**config.mk**
```make
export PLATFORM = sky130hd
export DESIGN_NAME = half_shell_neighbor_cell_ids
export DESIGN_NICKNAME = d
export VERILOG_FILES = /design/src/rtl/core/hsn_pkg.sv /design/src/rtl/core/half_shell_neighbor_cell_ids.sv
export SDC_FILE = /design/constraint.sdc
export NUM_CORES = 1
export LEC_CHECK = 0
export ABC_AREA = 1
export BUFFER_PORTS_ARGS = -buffer_cell sky130_fd_sc_hd__buf_4
export CORE_MARGIN = 2
export CORE_UTILIZATION = 40
export CTS_CLUSTER_SIZE = 28
export DETAILED_ROUTE_END_ITERATION = 6
export HOLD_SLACK_MARGIN = 0.03
export PLACE_DENSITY = 0.64
export SYNTH_ARGS = -nofsm -noshare
export SYNTH_HDL_FRONTEND = slang
export SYNTH_SLANG_ARGS = --single-unit
export TNS_END_PERCENT = 5
```
**constraint.sdc**
```tcl
create_clock -name clk -period 4.9 [get_ports clk]
set_input_delay 0.245 -clock clk [delete_from_list [all_inputs] [get_ports clk]]
set_output_delay 0.245 -clock clk [all_outputs]
set_load 0.1 [all_outputs]
```
**src/rtl/core/hsn_pkg.sv**
```systemverilog
package hsn_pkg;

  localparam int NUM_SLOTS = 13;
  localparam int SLOT_W    = 4;
  localparam int COORD_W   = 6;
  localparam int CNT_W     = 7;
  localparam int ID_W      = 18;

  localparam logic [SLOT_W-1:0] LAST_SLOT = SLOT_W'(NUM_SLOTS - 1);

  // Configuration register indexes.
  localparam logic [1:0] REG_COUNT_X = 2'd0;
  localparam logic [1:0] REG_COUNT_Y = 2'd1;
  localparam logic [1:0] REG_COUNT_Z = 2'd2;

  typedef enum logic [1:0] {
    OFF_M = 2'd0,
    OFF_Z = 2'd1,
    OFF_P = 2'd2
  } off_t;

  typedef struct packed {
    off_t dx;
    off_t dy;
    off_t dz;
  } stencil_t;

  localparam stencil_t STENCIL [NUM_SLOTS] = '{
    '{OFF_P, OFF_Z, OFF_Z}, '{OFF_Z, OFF_P, OFF_Z}, '{OFF_P, OFF_P, OFF_Z},
    '{OFF_P, OFF_M, OFF_Z}, '{OFF_P, OFF_Z, OFF_M}, '{OFF_Z, OFF_P, OFF_M},
    '{OFF_P, OFF_P, OFF_M}, '{OFF_P, OFF_M, OFF_M}, '{OFF_P, OFF_Z, OFF_P},
    '{OFF_Z, OFF_P, OFF_P}, '{OFF_P, OFF_P, OFF_P}, '{OFF_P, OFF_M, OFF_P},
    '{OFF_Z, OFF_Z, OFF_P}
  };

endpackage

```
**src/rtl/core/half_shell_neighbor_cell_ids.sv**
```systemverilog
// Half-shell neighbor cell ids for a periodic 3-D cell list. Each input transfer names one
// cell by its grid coordinates and yields 13 result transfers, one per half-shell stencil
// slot, carrying the cell's linear id, the slot number and the wrapped neighbor's linear id
// (x + y*count_x + z*count_x*count_y, kept to 18 bits). A coordinate not below its count
// sets the flag in out_tuser and zeroes both ids. The slot sequencer issues one slot per
// cycle, unless a stalled output holds it, into a three-stage datapath (wrap, multiply,
// sum), and the next input is taken in the cycle its last slot issues. Counts are
// saturated to MAX_CELLS_PER_AXIS and may only be written while no item is in flight.
module half_shell_neighbor_cell_ids #(
  parameter int MAX_CELLS_PER_AXIS = 64
) (
  input  logic                      clk,
  input  logic                      rst_n,
  input  logic                      cfg_we,
  input  logic [1:0]                cfg_addr,
  input  logic [hsn_pkg::CNT_W-1:0] cfg_wdata,
  input  logic                      in_tvalid,
  output logic                      in_tready,
  input  logic [23:0]               in_tdata,   // cell_x, cell_y, cell_z, zero fill
  output logic                      out_tvalid,
  input  logic                      out_tready,
  output logic [39:0]               out_tdata,  // home_id, slot, neighbor_id
  output logic                      out_tuser,  // bad_coord
  output logic                      out_tlast
);
  import hsn_pkg::*;

  localparam logic [CNT_W-1:0] MAX_CLAMP = CNT_W'(MAX_CELLS_PER_AXIS);

  function automatic logic [CNT_W-1:0] wrap_step(input logic [COORD_W-1:0] c,
                                                 input off_t off,
                                                 input logic [CNT_W-1:0] n);
    logic [CNT_W-1:0] up;
    up = {1'b0, c} + CNT_W'(1);
    unique case (off)
      OFF_P:   wrap_step = (up >= n) ? '0 : up;
      OFF_M:   wrap_step = (c == '0) ? n - CNT_W'(1) : {1'b0, c} - CNT_W'(1);
      default: wrap_step = {1'b0, c};
    endcase
  endfunction

  // Configuration registers.
  logic [CNT_W-1:0] count_x_r, count_y_r, count_z_r;

  always_ff @(posedge clk) begin
    if (!rst_n) begin
      count_x_r <= CNT_W'(1);
      count_y_r <= CNT_W'(1);
      count_z_r <= CNT_W'(1);
    end else if (cfg_we) begin
      if (cfg_addr == REG_COUNT_X) count_x_r <= cfg_wdata;
      if (cfg_addr == REG_COUNT_Y) count_y_r <= cfg_wdata;
      if (cfg_addr == REG_COUNT_Z) count_z_r <= cfg_wdata;
    end
  end

  logic [CNT_W-1:0] nx, ny, nz;
  assign nx = (32'(count_x_r) > MAX_CELLS_PER_AXIS) ? MAX_CLAMP : count_x_r;
  assign ny = (32'(count_y_r) > MAX_CELLS_PER_AXIS) ? MAX_CLAMP : count_y_r;
  assign nz = (32'(count_z_r) > MAX_CELLS_PER_AXIS) ? MAX_CLAMP : count_z_r;

  // Ready chain through the datapath stages.
  logic s1_v_r, s2_v_r, s3_v_r;
  logic rdy1, rdy2, rdy3;
  assign rdy3 = !s3_v_r || out_tready;
  assign rdy2 = !s2_v_r || rdy3;
  assign rdy1 = !s1_v_r || rdy2;

  // Item register and slot sequencer.
  logic                item_v_r;
  logic [COORD_W-1:0]  x_r, y_r, z_r;
  logic [SLOT_W-1:0]   slot_r;
  logic                issue, in_acc;

  assign issue     = item_v_r && rdy1;
  assign in_tready = !item_v_r || (issue && slot_r == LAST_SLOT);
  assign in_acc    = in_tvalid && in_tready;

  always_ff @(posedge clk) begin
    if (!rst_n) begin
      item_v_r <= 1'b0;
      slot_r   <= '0;
    end else begin
      if (issue) begin
        slot_r <= slot_r + SLOT_W'(1);
        if (slot_r == LAST_SLOT) item_v_r <= 1'b0;
      end
      if (in_acc) begin
        item_v_r <= 1'b1;
        slot_r   <= '0;
      end
    end
  end

  always_ff @(posedge clk) begin
    if (in_acc) begin
      x_r <= in_tdata[5:0];
      y_r <= in_tdata[11:6];
      z_r <= in_tdata[17:12];
    end
  end

  // Stage 1: periodic wrap, range check, nx*ny.
  logic [COORD_W-1:0]   s1_x_r, s1_y_r, s1_z_r;
  logic [CNT_W-1:0]     s1_ax_r, s1_ay_r, s1_az_r, s1_nx_r;
  logic [2*CNT_W-1:0]   s1_nxny_r;
  logic                 s1_bad_r, s1_last_r;
  logic [SLOT_W-1:0]    s1_slot_r;
  stencil_t             st;

  assign st = STENCIL[slot_r];

  always_ff @(posedge clk) begin
    if (!rst_n) s1_v_r <= 1'b0;
    else if (rdy1) s1_v_r <= issue;
  end

  always_ff @(posedge clk) begin
    if (rdy1 && issue) begin
      s1_x_r    <= x_r;
      s1_y_r    <= y_r;
      s1_z_r    <= z_r;
      s1_ax_r   <= wrap_step(x_r, st.dx, nx);
      s1_ay_r   <= wrap_step(y_r, st.dy, ny);
      s1_az_r   <= wrap_step(z_r, st.dz, nz);
      s1_nx_r   <= nx;
      s1_nxny_r <= nx * ny;
      s1_bad_r  <= !({1'b0, x_r} < nx && {1'b0, y_r} < ny && {1'b0, z_r} < nz);
      s1_slot_r <= slot_r;
      s1_last_r <= (slot_r == LAST_SLOT);
    end
  end

  // Stage 2: the y and z products for home and neighbor.
  logic [COORD_W-1:0]          s2_x_r;
  logic [CNT_W-1:0]            s2_ax_r;
  logic [COORD_W+CNT_W-1:0]    s2_hy_r;
  logic [COORD_W+2*CNT_W-1:0]  s2_hz_r;
  logic [2*CNT_W-1:0]          s2_ny_r;
  logic [3*CNT_W-1:0]          s2_nz_r;
  logic                        s2_bad_r, s2_last_r;
  logic [SLOT_W-1:0]           s2_slot_r;

  always_ff @(posedge clk) begin
    if (!rst_n) s2_v_r <= 1'b0;
    else if (rdy2) s2_v_r <= s1_v_r;
  end

  always_ff @(posedge clk) begin
    if (rdy2 && s1_v_r) begin
      s2_x_r    <= s1_x_r;
      s2_ax_r   <= s1_ax_r;
      s2_hy_r   <= s1_y_r * s1_nx_r;
      s2_hz_r   <= s1_z_r * s1_nxny_r;
      s2_ny_r   <= s1_ay_r * s1_nx_r;
      s2_nz_r   <= s1_az_r * s1_nxny_r;
      s2_bad_r  <= s1_bad_r;
      s2_slot_r <= s1_slot_r;
      s2_last_r <= s1_last_r;
    end
  end

  // Stage 3: sums into the output register.
  logic [3*CNT_W+1:0] home_sum, nb_sum;
  logic [ID_W-1:0]    s3_home_r, s3_nb_r;
  logic               s3_bad_r, s3_last_r;
  logic [SLOT_W-1:0]  s3_slot_r;

  assign home_sum = (3*CNT_W+2)'(s2_x_r) + (3*CNT_W+2)'(s2_hy_r) + (3*CNT_W+2)'(s2_hz_r);
  assign nb_sum   = (3*CNT_W+2)'(s2_ax_r) + (3*CNT_W+2)'(s2_ny_r) + (3*CNT_W+2)'(s2_nz_r);

  always_ff @(posedge clk) begin
    if (!rst_n) s3_v_r <= 1'b0;
    else if (rdy3) s3_v_r <= s2_v_r;
  end

  always_ff @(posedge clk) begin
    if (rdy3 && s2_v_r) begin
      s3_home_r <= s2_bad_r ? '0 : home_sum[ID_W-1:0];
      s3_nb_r   <= s2_bad_r ? '0 : nb_sum[ID_W-1:0];
      s3_bad_r  <= s2_bad_r;
      s3_slot_r <= s2_slot_r;
      s3_last_r <= s2_last_r;
    end
  end

  assign out_tvalid = s3_v_r;
  assign out_tdata  = {s3_nb_r, s3_slot_r, s3_home_r};
  assign out_tuser  = s3_bad_r;
  assign out_tlast  = s3_last_r;

endmodule

```
=== Word level (Yosys, flattened, before mapping) ===
Memories as Yosys holds them, arrays and structs flattened.
Index checks and enable logic that the tools add are counted.

* Word-level logic and storage cells: 122
* Bits in read-only memories: 96
* Output and inout port bits: 44
* Bits of input ports: 38
* Memories: 1
* Bits in registers: 237

* Bitwise gates (word level): 2
* Reductions and logical operators: 31
* Add/sub/neg operators: 14
* Muxes and demuxes: 17
* Equal/unequal tests: 6
* Order comparisons: 10
* Multiply operators: 5

{| class="wikitable"
|+ Memories
! name !! words !! width !! rd ports !! clocked after memory_dff !! wr ports !! line !! text
|-
| (no name shown) || 16 || 6 || 1 || 0 || 0 || half_shell_neighbor_cell_ids.sv:111 || <nowiki>assign st = STENCIL[slot_r];</nowiki>
|}

{| class="wikitable"
|+ Operator list
! kind !! count
|-
| $mux 7 || 9
|-
| $pmux 7 s2 || 3
|-
| $mul 7x7->14 || 2
|-
| $add 6x1->7 const B || 3
|-
| $ge 7x7->1 || 3
|-
| $gt 7x7->1 const B || 3
|-
| $lt 6x7->1 || 3
|-
| $sub 6x1->7 const B || 3
|-
| $sub 7x1->7 const B || 3
|-
| $add 14x18->18 || 1
|-
| $add 15x18->18 || 1
|-
| $logic_not 6->1 || 3
|-
| $mul 6x14->18 || 1
|-
| $mul 7x14->18 || 1
|-
| $add 7x14->15 || 1
|-
| $add 6x13->14 || 1
|-
| $mul 6x7->13 || 1
|-
| $mux 6 || 2
|-
| $eq 2x2->1 const B || 4
|-
| $logic_and 1x1->1 || 8
|-
| $logic_not 2->1 || 4
|-
| $reduce_and 2->1 || 4
|-
| $ge 5x5->1 const B || 1
|-
| $logic_not 1->1 || 5
|-
| 9 further kinds || 15
|}

=== Logic depth before layout (Yosys ltp) ===
Gate-level depths: netlist (run 1).

* Depth in word-level cells: 10
* Mapped depth: 22

=== Worst setup path before layout (run 1) ===
OpenSTA, ideal clock, no wires.

* Kind: reg-to-reg
* Start: register count_x_r[6]
* End: register s1_nxny_r[11] (data pin)
* Required time: 4.648 ns
* Arrival: 4.202 ns
* Stages on the path, launching flop included: 21
* Clock period less this slack: 4.454 ns
* Path slack: 0.446 ns
* Path buffers: 1
* Path through: dfxtp_1 > inv_1 > buf_2 > nand2_1 > inv_1 > nand2_1 > fa_1 > fa_1 > inv_1 > fa_1 > inv_1 > fa_1 > inv_1 > ha_1 > a21oi_1 > a21boi_0 > o21ai_0 > nand2_1 > nand2_1 > nand2_1 > nand2_1

* Cells in the longest elaborated chain, start to end: 3

{| class="wikitable"
|+ Ends and longest elaborated chain
! what !! line !! text
|-
| from (decl) || half_shell_neighbor_cell_ids.sv:43 || <nowiki>logic [CNT_W-1:0] count_x_r, count_y_r, count_z_r;</nowiki>
|-
| from (signal assigned) || half_shell_neighbor_cell_ids.sv:51 || <nowiki>if (cfg_addr == REG_COUNT_X) count_x_r <= cfg_wdata;</nowiki>
|-
| $gt 7x7->1 || half_shell_neighbor_cell_ids.sv:58 || <nowiki>assign nx = (32'(count_x_r) > MAX_CELLS_PER_AXIS) ? MAX_CLAMP : count_x_r;</nowiki>
|-
| $mux 7 || half_shell_neighbor_cell_ids.sv:58 ||
|-
| via nx[3] || half_shell_neighbor_cell_ids.sv:57 || <nowiki>logic [CNT_W-1:0] nx, ny, nz;</nowiki>
|-
| $mul 7x7->14 || half_shell_neighbor_cell_ids.sv:127 || <nowiki>s1_nxny_r <= nx * ny;</nowiki>
|-
| to (signal assigned) || half_shell_neighbor_cell_ids.sv:127 ||
|-
| to (decl) || half_shell_neighbor_cell_ids.sv:106 || <nowiki>logic [2*CNT_W-1:0] s1_nxny_r;</nowiki>
|}

The timed path passes the listed nets, and every way through them passes these cells.
A chain may end at the register's enable or synchronous reset.

=== Worst setup path after layout (run 1) ===
* Start: register s1_nxny_r[5]
* End: register s2_nz_r[17] (data pin)

* Cells in the longest elaborated chain, start to end: 1

{| class="wikitable"
|+ Ends and longest elaborated chain
! what !! line !! text
|-
| $mul 7x14->18 || half_shell_neighbor_cell_ids.sv:156 || <nowiki>s2_nz_r <= s1_az_r * s1_nxny_r;</nowiki>
|-
| to (signal assigned) || half_shell_neighbor_cell_ids.sv:156 ||
|-
| to (decl) || half_shell_neighbor_cell_ids.sv:140 || <nowiki>logic [3*CNT_W-1:0] s2_nz_r;</nowiki>
|}

No other way between the ends.

==> results of run 1 <==
## cells in the final DEF (no fill, tap or decap), types with 3 or more instances in the layout
cell and count:
clkbuf_1 6, clkinv_1 3, nor2_2 6, a21boi_0 3
nand3b_1 5, o21a_1 10, clkbuf_16 26, dlygate4sd3_1 29
nand2_4 5, inv_1 433, xor2_1 53, clkinvlp_4 3
ha_1 226, nand3_1 114, a21o_1 10, nor3_1 14
o21ai_0 62, o2111ai_1 3, o21bai_1 6, nand4_1 18
o21ai_1 4, o21ai_2 4, clkinv_2 4, nand2_1 585
inv_2 5, o22ai_1 4, fa_1 189, nand2_2 5
dfxtp_1 29, nor2_1 145, buf_4 117, xnor2_1 15
bufinv_16 3, edfxtp_1 208, a21oi_1 136, o211ai_1 4
o31ai_1 4
## area by class of cell
cell class / instances / area (um2)
clock inverters: 12 / 142.6
multi-input cells: 1645 / 12370
inverters: 441 / 1660
clock buffers: 33 / 686.9
repair buffers: 146 / 1169
well taps: 688 / 860.8
fillers: 4920 / 28520
flip-flops and latches: 237 / 6827
## power groups by stage
| stage | combinational (mW) | clock (mW) | sequential, mW |
|---|---|---|---|
| floorplan | 2.82 | 0 | 2.77 |
| global placement | 3.73 | 0 | 2.77 |
| detailed placement | 3.79 | 0 | 2.77 |
| CTS | 3.85 | 1.96 | 2.73 |
| global route | 4.45 | 2.03 | 2.74 |
| finish | 3.86 | 1.91 | 2.72 |
## stage by stage
step,total power [mW],utilization (%)
2_1_floorplan,5.591,-
3_3_place_gp,6.503,43.14
3_5_place_dp,6.560,43.14
4_1_cts,8.537,45.29
5_1_grt,9.214,45.40
6_report,8.492,45.40
## worst max-delay path, delay by kind of cell, from the launching register on
| family | cells | cell delay, ps |
|---|---|---|
| compound gates | 1 | 220 |
| simple gates | 6 | 730 |
| buf+inv | 6 | 300 |
| flops | 1 | 610 |
| fa+ha+maj | 5 | 2490 |
## metal layers
metal / up-vias / routed length, um
li1: 7816 / -
met1: 7533 / 22160
met2: 440 / 22620
met3: 67 / 2314
met4: 0 / 998
met5: - / 0
## flip-flops by register name (all words and copies together) (netlist names), 7 cells and up
name,cells
s1_ay_r,7
s2_ny_r,14
s2_nz_r,18
count_x_r,7
s3_home_r,18
s1_ax_r,7
s1_az_r,7
s1_nxny_r,14
count_z_r,7
count_y_r,7
s1_nx_r,7
s2_ax_r,7
s3_nb_r,18
s2_hy_r,13
s2_hz_r,18
## kinds of logic after synthesis
kind of cell	share of synthesized area, %
flip-flops	32.46
XOR/XNOR	2.832
AO/OA/AOI/OAI	6.754
AND/OR/NAND/NOR	17.72
buffers and inverters	8.788
adder cells (fa/ha/maj)	31.44
## path summary, 6_finish.rpt
check             slack [ps]            to  cells past startpoint
hold reg to reg          420    s2_ax_r[0]                      0
setup / recovery         290   s2_nz_r[17]                     18
setup reg to reg         290   s2_nz_r[17]                     18
hold / removal            60  count_y_r[0]                      4
## timing repair
action,in CTS,in global routing
resized for setup,0,1
setup buffers,0,7
setup endpoints to repair,0,2
hold buffers,29,0
hold endpoints to repair,41,0
==> key figures, run 1 <==
Yosys
  • Cell taking the most area after synthesis: edfxtp_1
  • Mean Syn Cell Area: 8.876 um2
  • Yosys reg bits: 237
  • Post-synth EDFFs: 208
  • Fraction of registers with async set/reset: 0%
  • Synth Net Count: 2822
  • Synth top area share: 29.70%
  • Synth cell count leaders: nand2_1, inv_1, ha_1, edfxtp_1, fa_1
  • Yosys Warn Count: 0
  • Sequential area share after synthesis: 32.46%
  • Top FF cell, synth: edfxtp_1
  • Post-synthesis cell type count: 44
  • Synthesized area: 0.02103 mm2
  • Top-count cell post-synth: nand2_1
  • Synth top area cells: edfxtp_1, fa_1, ha_1
  • Cells after Synth: 2369

Setup path
  • Worst Setup Start Kind: flip-flop
  • Arr. time, crit path: 4890 ps
  • CP max-delay cell: edfxtp_1
  • CP Launch Point: s1_nxny_r[5]
  • Worst r2r src: s1_nxny_r[5]
  • CP most frequent cell: inv_1
  • Critical Path RT: 5190 ps
  • Crit path kind: flip-flop to flip-flop
  • Crit path cell chain: nand2_1 > inv_1 > fa_1 > inv_1 > fa_1 > inv_1 > fa_1 > inv_1 > fa_1 > inv_1 > ha_1 > nand2_1 > o21a_1 > or2_2 > nand3_1 > inv_1 > nand2_1 > nand2_1
  • CP max FO: 13
  • CP max stage delay: 610 ps
  • Nature of the critical path endpoint: flip-flop

Power and ir drop
  • VDD IR max: 0.2603 mV
  • Logic pwr share: 45.4%
  • Cell internal pwr: 5.123 mW
  • Sw Pwr: 3.370 mW
  • Clock power share: 22.5%
  • Leakage: 11.95 nW
  • PD cells: 358.1 mW/mm2
  • Sequential fraction of design power: 32.0%
  • Sw Ratio: 39.68%

STA
  • Final hold viol count: 0
  • Fmax achieved: 0.2171 GHz
  • Slew headroom: 27.27%
  • Setup TNS: 0 ps
  • WHS: 57.38 ps
  • RSZ-0062 raised after global routing: false
  • Final setup fails: 0
  • Tmin final: 4605 ps
  • Pins over their slew limit: 0
  • Least-Margin Pin Slew: 1090 ps
  • Skew final: 19.56 ps
  • Period utilisation layout: 93.98%
  • Final setup margin: 294.8 ps

Global routing
  • Largest net degree at the start of global routing: 48
  • GRT Total Usage: 18.19%
  • Met1 Resource Use GR: 24.48%
  • Remaining Overflow, GRT: 0
  • Initial antenna violation count: 0
  • Number of global-route vias before repair: 15930
  • Met2 Track Usage GR: 31.59%
  • M3 GR Usage: 2.100%
  • Most Crowded Layer GR: met2
  • First-pass GRT wire length: 79630 um

Floorplan
  • Die footprint: 0.05442 mm2
  • IO Pins: 82
  • FP Rows: 84
  • Die H: 233.3 um
  • Core area: 0.05224 mm2
  • Initial Utilization: 40.26%
  • Die width: 233.3 um

Detailed routing
  • Vias per cell: 4.952
  • Starting DRT DRC Count: 1175
  • DRC: 10
  • Drt pass-1 iters: 7
  • DR vias: 15860
  • Wire per inst: 15.02 um
  • WL final: 48090 um
  • Antenna-violating nets left: 0

Hold path
  • Min-delay src: cfg_addr[1]
  • Worst Hold Class: primary input to flip-flop

Placement
  • Placer Congestion: 0.8774
  • Number of I/O port buffers: 75
  • Cell Area, Placed: 0.02254 mm2
  • DP HPWL: 39020 um
  • Dpl cells: 3121
  • Post-placement setup slack: 279.4 ps

Clock network
  • Number of buffers created by CTS: 25
  • CTS tree: done
  • Clock sink count: 237
  • Root Driver: clkbuf_16
  • CTS Buffer Depth: 3
  • Later-pin clock latency in the skew report: 540 ps
  • H-tree levels: 1
  • Clk slew on worst S/H paths: 60 ps

Layout
  • Area Growth Syn to Fin: 12.77%
  • Post-layout instance area: 0.02371 mm2
  • Layout Nets: 2949
  • Post-Layout Cell Count: 3202
  • Antenna Cells: 0
  • Fraction of layout cells with a size suffix above 1: 7.438%

Status
  • Status: finished with violations
  • Failing checks: DRC

Flow run
  • Max-cap viol count: 0
Note: power is estimated with default switching activity, not from simulation.
==> run 2, diff against run 1 <==
--- a/config.mk
+++ b/config.mk
@@ -5,7 +5,6 @@
 export SDC_FILE = /design/constraint.sdc
 export NUM_CORES = 1
 export LEC_CHECK = 0
-export ABC_AREA = 1
 export BUFFER_PORTS_ARGS = -buffer_cell sky130_fd_sc_hd__buf_4
 export CORE_MARGIN = 2
 export CORE_UTILIZATION = 40
==> run 2 against run 1 <==
  * The flow now finishes without violations
  * Synthesized cell count down 15%
  * Register-to-register slack got worse by 100 ps
  * First-iteration DRC count is 28% lower
  * Clock power is 3% lower
  * Largest cell class unchanged
==> key figures, run 2 <==
Detailed routing
  • Antenna-violating nets left: 0
  • Vias per cell: 5.076
  • DR vias: 14420
  • WL final: 45570 um
  • Starting DRT DRC Count: 845
  • DRC: 0
  • Wire per inst: 16.04 um
  • Drt pass-1 iters: 7

Setup path
  • Register-to-Register Path Depth: 16
  • Worst Setup EP: s2_nz_r[13]
  • CP max stage delay: 540 ps
  • Crit path cell chain: and2_1 > fa_1 > inv_1 > fa_1 > inv_1 > fa_1 > inv_1 > fa_1 > inv_1 > ha_1 > a21oi_1 > o211ai_1 > a41oi_1 > o21bai_1 > a21oi_1 > xnor2_1
  • Nature of the critical path endpoint: flip-flop
  • Worst Setup Start Kind: flip-flop
  • CP Launch Point: s1_az_r[5]
  • Setup slack, reg-to-reg: 190 ps
  • CP max FO: 5
  • RR Endpoint: s2_nz_r[13]
  • Crit path kind: flip-flop to flip-flop
  • Worst r2r src: s1_az_r[5]
  • Critical Path RT: 5180 ps
  • Arr. time, crit path: 4990 ps
  • CP max-delay cell: fa_1

Placement
  • Placer Congestion: 0.9068
  • Dpl cells: 2765
  • DP HPWL: 36550 um
  • Number of I/O port buffers: 75

Layout
  • Final core utilization: 45.84%
  • Post-Layout Cell Count: 2840
  • Antenna Cells: 0
  • Fraction of layout cells with a size suffix above 1: 9.398%
  • Layout Nets: 2595
  • Most common cell after layout, fill and taps aside: inv_1
  • Most frequent cells in the layout: inv_1, nand2_1, ha_1
  • Area Growth Syn to Fin: 13.33%

Hold path
  • Worst Hold Class: primary input to flip-flop
  • Min-delay src: out_tready

Yosys
  • Synthesized area: 0.02071 mm2
  • Sequential area share after synthesis: 32.97%
  • Yosys Warn Count: 0
  • Synth top area cells: edfxtp_1, fa_1, ha_1
  • Mean Syn Cell Area: 10.29 um2
  • Cells after Synth: 2012
  • Top FF cell, synth: edfxtp_1
  • Cell taking the most area after synthesis: edfxtp_1
  • Synth Net Count: 2465
  • Yosys reg bits: 237
  • Post-synthesis cell type count: 73
  • Synth cell count leaders: inv_1, nand2_1, ha_1, edfxtp_1, fa_1
  • Synth top area share: 30.16%
  • Post-synth EDFFs: 208
  • Fraction of registers with async set/reset: 0%
  • Top-count cell post-synth: inv_1

Clock network
  • Clock sink count: 237
  • Later-pin clock latency in the skew report: 530 ps
  • H-tree levels: 1
  • Number of buffers created by CTS: 25
  • CTS Buffer Depth: 3
  • Root Driver: clkbuf_16
  • CTS tree: done
  • Clk slew on worst S/H paths: 70 ps

Power and ir drop
  • Leakage: 10.54 nW
  • PD cells: 357.3 mW/mm2
  • Pwr Total: 8.385 mW
  • VDD IR max: 0.2017 mV

Global routing
  • Number of global-route vias before repair: 14800
  • Initial antenna violation count: 0
  • Largest net degree at the start of global routing: 78
  • First-pass GRT wire length: 74490 um
  • GRT Total Usage: 17.24%
  • Met2 Track Usage GR: 29.77%
  • M3 GR Usage: 1.821%
  • Remaining Overflow, GRT: 0
  • Met1 Resource Use GR: 23.26%
  • Most Crowded Layer GR: met2

Floorplan
  • Die footprint: 0.05360 mm2
  • FP Rows: 83
  • Die H: 231.5 um
  • IO Pins: 82
  • Core area: 0.05120 mm2
  • Die width: 231.5 um
  • Initial Utilization: 40.45%

STA
  • Final setup fails: 0
  • Period utilisation layout: 96.06%
  • Setup TNS: 0 ps
  • WHS: 144.9 ps
  • Pins over their slew limit: 0
  • Tmin final: 4707 ps
  • Final hold viol count: 0
  • Fmax achieved: 0.2124 GHz
  • Slew headroom: 31.17%
  • Least-Margin Pin Slew: 1032 ps
  • Skew final: 15.13 ps

Flow run
  • Max-cap viol count: 0

Status
  • Status: complete, no violations
run 2: critical path, delay by kind of cell (launching register included):
family / cells / cell delay (ps)
adders and majority gates: 5 / 2450
AOI/OAI and AO/OA: 5 / 1020
DFF: 1 / 460
and+or+nand+nor: 1 / 220
buffers and inverters: 4 / 210
xor gates and xnor gates: 1 / 110
run 2: cell families after synthesis:
family,share of synthesized area (%)
AO/OA/AOI/OAI,9.209
XOR/XNOR,3.976
multiplexers,1.752
buffers and inverters,5.776
flip-flops,32.97
adder cells (fa/ha/maj),31.93
AND/OR/NAND/NOR,14.39
run 2: repair_timing:
item,4_1_cts,5_1_grt
resized for setup,0,7
endpoints found under the setup margin,0,4
hold buffers,28,0
setup buffers,0,2
hold endpoints to repair,40,0
run 2: per-stage QoR:
| stage | area [um2] | setup WS, ps |
|---|---|---|
| final | 23470 | 192.8 |
| after global routing | 23470 | -35.94 |
| after CTS | 23430 | 105.2 |
| after detailed placement | 22350 | 82.38 |
| after global placement | 22350 | 161.2 |
| after floorplan | 20710 | 44.05 |
run 2: final cells by class:
class	count	area, um2
fillers	4747	27730
clock inverters	17	160.2
inverters	254	953.4
flip-flops and latches	237	6829
clock buffers	28	636.9
well taps	680	850.8
multi-input cells	1460	12720
repair buffers	164	1314
run 2: worst min path at each step:
stage,endpoint,cells past startpoint
after floorplan,x_r[0],0
after global placement,s2_ax_r[1],0
after detailed placement,s2_ax_r[3],0
after CTS,out_tvalid,3
after global routing,out_tvalid,3
final,out_tvalid,3
run 2: layer usage:
layer,vias up,wire length [um]
li1,7021,-
met1,7020,21050
met2,313,21780
met3,62,1746
met4,0,990
met5,-,0
run 2: where the power goes:
group / total, mW / switching [mW] / internal [mW]
combinational: 3.83 / 2.20 / 1.63
sequential: 2.70 / 0.153 / 2.55
clock: 1.85 / 0.798 / 1.05
total: 8.39 / 3.15 / 5.24
==> run 3, diff against run 2 <==
--- a/config.mk
+++ b/config.mk
@@ -7,11 +7,11 @@
 export LEC_CHECK = 0
 export BUFFER_PORTS_ARGS = -buffer_cell sky130_fd_sc_hd__buf_4
 export CORE_MARGIN = 2
-export CORE_UTILIZATION = 40
+export CORE_UTILIZATION = 53
 export CTS_CLUSTER_SIZE = 28
 export DETAILED_ROUTE_END_ITERATION = 6
 export HOLD_SLACK_MARGIN = 0.03
-export PLACE_DENSITY = 0.64
+export PLACE_DENSITY = 0.78
 export SYNTH_ARGS = -nofsm -noshare
 export SYNTH_HDL_FRONTEND = slang
 export SYNTH_SLANG_ARGS = --single-unit
==> run 3 against run 2 <==
  * Worst setup slack better by 14 ps
  * Critical path type unchanged
  * Utilization is 15 points higher
  * Via count is 1.9% higher
  * Critical path depth is 2 lower
  * Largest cell class unchanged
  * Wire length is 0.91% higher
  * Register-to-register slack hardly changed
==> key figures, run 3 (synthesis results as in run 2) <==
Placement
  • Cell Area, Placed: 0.02205 mm2
  • Number of I/O port buffers: 75
  • DP HPWL: 35890 um
  • Post-placement setup slack: 85.55 ps
  • Placer Congestion: 0.9238

STA
  • Final setup fails: 0
  • Period utilisation layout: 95.77%
  • Skew final: 19.35 ps
  • Tmin final: 4693 ps
  • RSZ-0062 raised after global routing: true
  • Final setup margin: 207.1 ps
  • Least-Margin Pin Slew: 914.1 ps
  • Pins over their slew limit: 0
  • Final hold viol count: 0
  • Slew headroom: 39.06%
  • Fmax achieved: 0.2131 GHz

Global routing
  • Met1 Resource Use GR: 30.41%
  • Number of global-route vias before repair: 15170
  • Remaining Overflow, GRT: 0
  • Most Crowded Layer GR: met2
  • Largest net degree at the start of global routing: 67
  • M3 GR Usage: 2.672%
  • Initial antenna violation count: 0
  • GRT Total Usage: 22.92%
  • Met2 Track Usage GR: 40.14%
  • First-pass GRT wire length: 75640 um

Layout
  • Most common cell after layout, fill and taps aside: inv_1
  • Antenna Cells: 0
  • Post-layout instance area: 0.02334 mm2
  • Area Growth Syn to Fin: 12.72%
  • Fraction of layout cells with a size suffix above 1: 9.649%
  • Layout Nets: 2599
  • Most frequent cells in the layout: inv_1, nand2_1, ha_1

Detailed routing
  • Wire per inst: 17.13 um
  • Vias per cell: 5.476
  • DRC: 0
  • WL final: 45980 um
  • DR vias: 14700
  • Drt pass-1 iters: 5
  • Antenna-violating nets left: 0
  • Starting DRT DRC Count: 855

Floorplan
  • FP Rows: 72
  • Die footprint: 0.04067 mm2
  • Die H: 201.7 um
  • Core area: 0.03865 mm2
  • Initial Utilization: 53.58%
  • IO Pins: 82
  • Die width: 201.7 um

Hold path
  • Hold endpoint: out_tvalid
  • Min-delay src: out_tready
  • Worst Hold Class: primary input to flip-flop
  • Hold path cells: 3

Clock network
  • Later-pin clock latency in the skew report: 560 ps
  • CTS tree: done
  • Number of buffers created by CTS: 26
  • CTS Buffer Depth: 3
  • Clock sink count: 237
  • Root Driver: clkbuf_16
  • Clk slew on worst S/H paths: 60 ps
  • H-tree levels: 1

Setup path
  • Nature of the critical path endpoint: flip-flop
  • Critical Path RT: 5200 ps
  • CP max FO: 7
  • Register-to-Register Path Depth: 14
  • Worst Setup Start Kind: flip-flop
  • Crit path kind: flip-flop to flip-flop
  • Worst r2r src: count_x_r[6]
  • RR Endpoint: s1_nxny_r[13]
  • Arr. time, crit path: 4990 ps
  • Setup slack, reg-to-reg: 210 ps

Power and ir drop
  • Leakage: 10.58 nW
  • VDD IR max: 0.2852 mV
  • PD cells: 363.0 mW/mm2

Status
  • Status: complete, no violations

Flow run
  • Max-cap viol count: 0
## run 3: changes by cell type in the layout (fill, tap and decap cells not counted), sizes merged
cell / before / now
clkinv: 12 / 14
bufinv: 2 / 1
inv: 255 / 252
clkbuf: 28 / 33
buf: 136 / 139
## run 3: where the power goes
| group | switching [mW] | total, mW | internal [mW] |
|---|---|---|---|
| clock | 0.818 | 1.93 | 1.11 |
| sequential | 0.168 | 2.72 | 2.55 |
| combinational | 2.17 | 3.82 | 1.65 |
| total | 3.16 | 8.47 | 5.31 |
## run 3: timing repair
item                                    in CTS  in global routing
endpoints found under the hold margin       41                  0
resized for setup                            0                 10
buffers inserted                             0                 17
hold buffers                                28                  0
endpoints found under the setup margin       0                  5
## run 3: cell type report
class / instances / area (um2)
multi-input combinational: 1460 / 12730
fill: 3131 / 15310
clock inverter: 15 / 126.4
inverter: 254 / 953.4
tap: 518 / 648.1
clock buffer: 33 / 728.2
sequential: 237 / 6829
timing repair buffer: 167 / 1324
## run 3: routing by layer
metal | routed length [um] | vias up
met5 | 0 | -
met4 | 1224 | 0
met3 | 2088 | 72
met2 | 22540 | 402
met1 | 20130 | 7202
li1 | - | 7021
## run 3: worst max path at each step
stage | slack (ps) | start | endpoint
3_3_place_gp | 120 | count_y_r[6] | s1_nxny_r[13]
3_5_place_dp | 90 | count_y_r[6] | s1_nxny_r[13]
4_1_cts | 70 | count_y_r[6] | s1_nxny_r[13]
2_1_floorplan | 40 | count_x_r[6] | s1_nxny_r[13]
5_1_grt | -10 | s1_nxny_r[7] | s2_nz_r[13]
6_report | 210 | count_x_r[6] | s1_nxny_r[13]
## run 3: critical path: stages, from the launching register on
cell and delay [ps]:
dfxtp_2 350, nor2b_1 290, nand2_1 140, fa_1 510, fa_1 490, inv_1 50
fa_1 520, inv_1 50, fa_1 540, inv_1 40, ha_1 230, or4_1 580
a41o_1 280, o41ai_2 250, xnor2_1 100
## run 3: per-stage QoR
step                      util (%)  power [mW]  TNS [ps]  hold WS, ps  cells
final                        60.40       8.473         0        128.1   2684
after global routing         60.40       9.084    -10.22        127.6   2684
after CTS                    60.00       8.473         0        100.1   2667
after detailed placement     57.07       6.496         0        404.5   2591
after global placement       57.07       6.373         0        401.6   2591
after floorplan                  -       5.617         0        343.9   2012
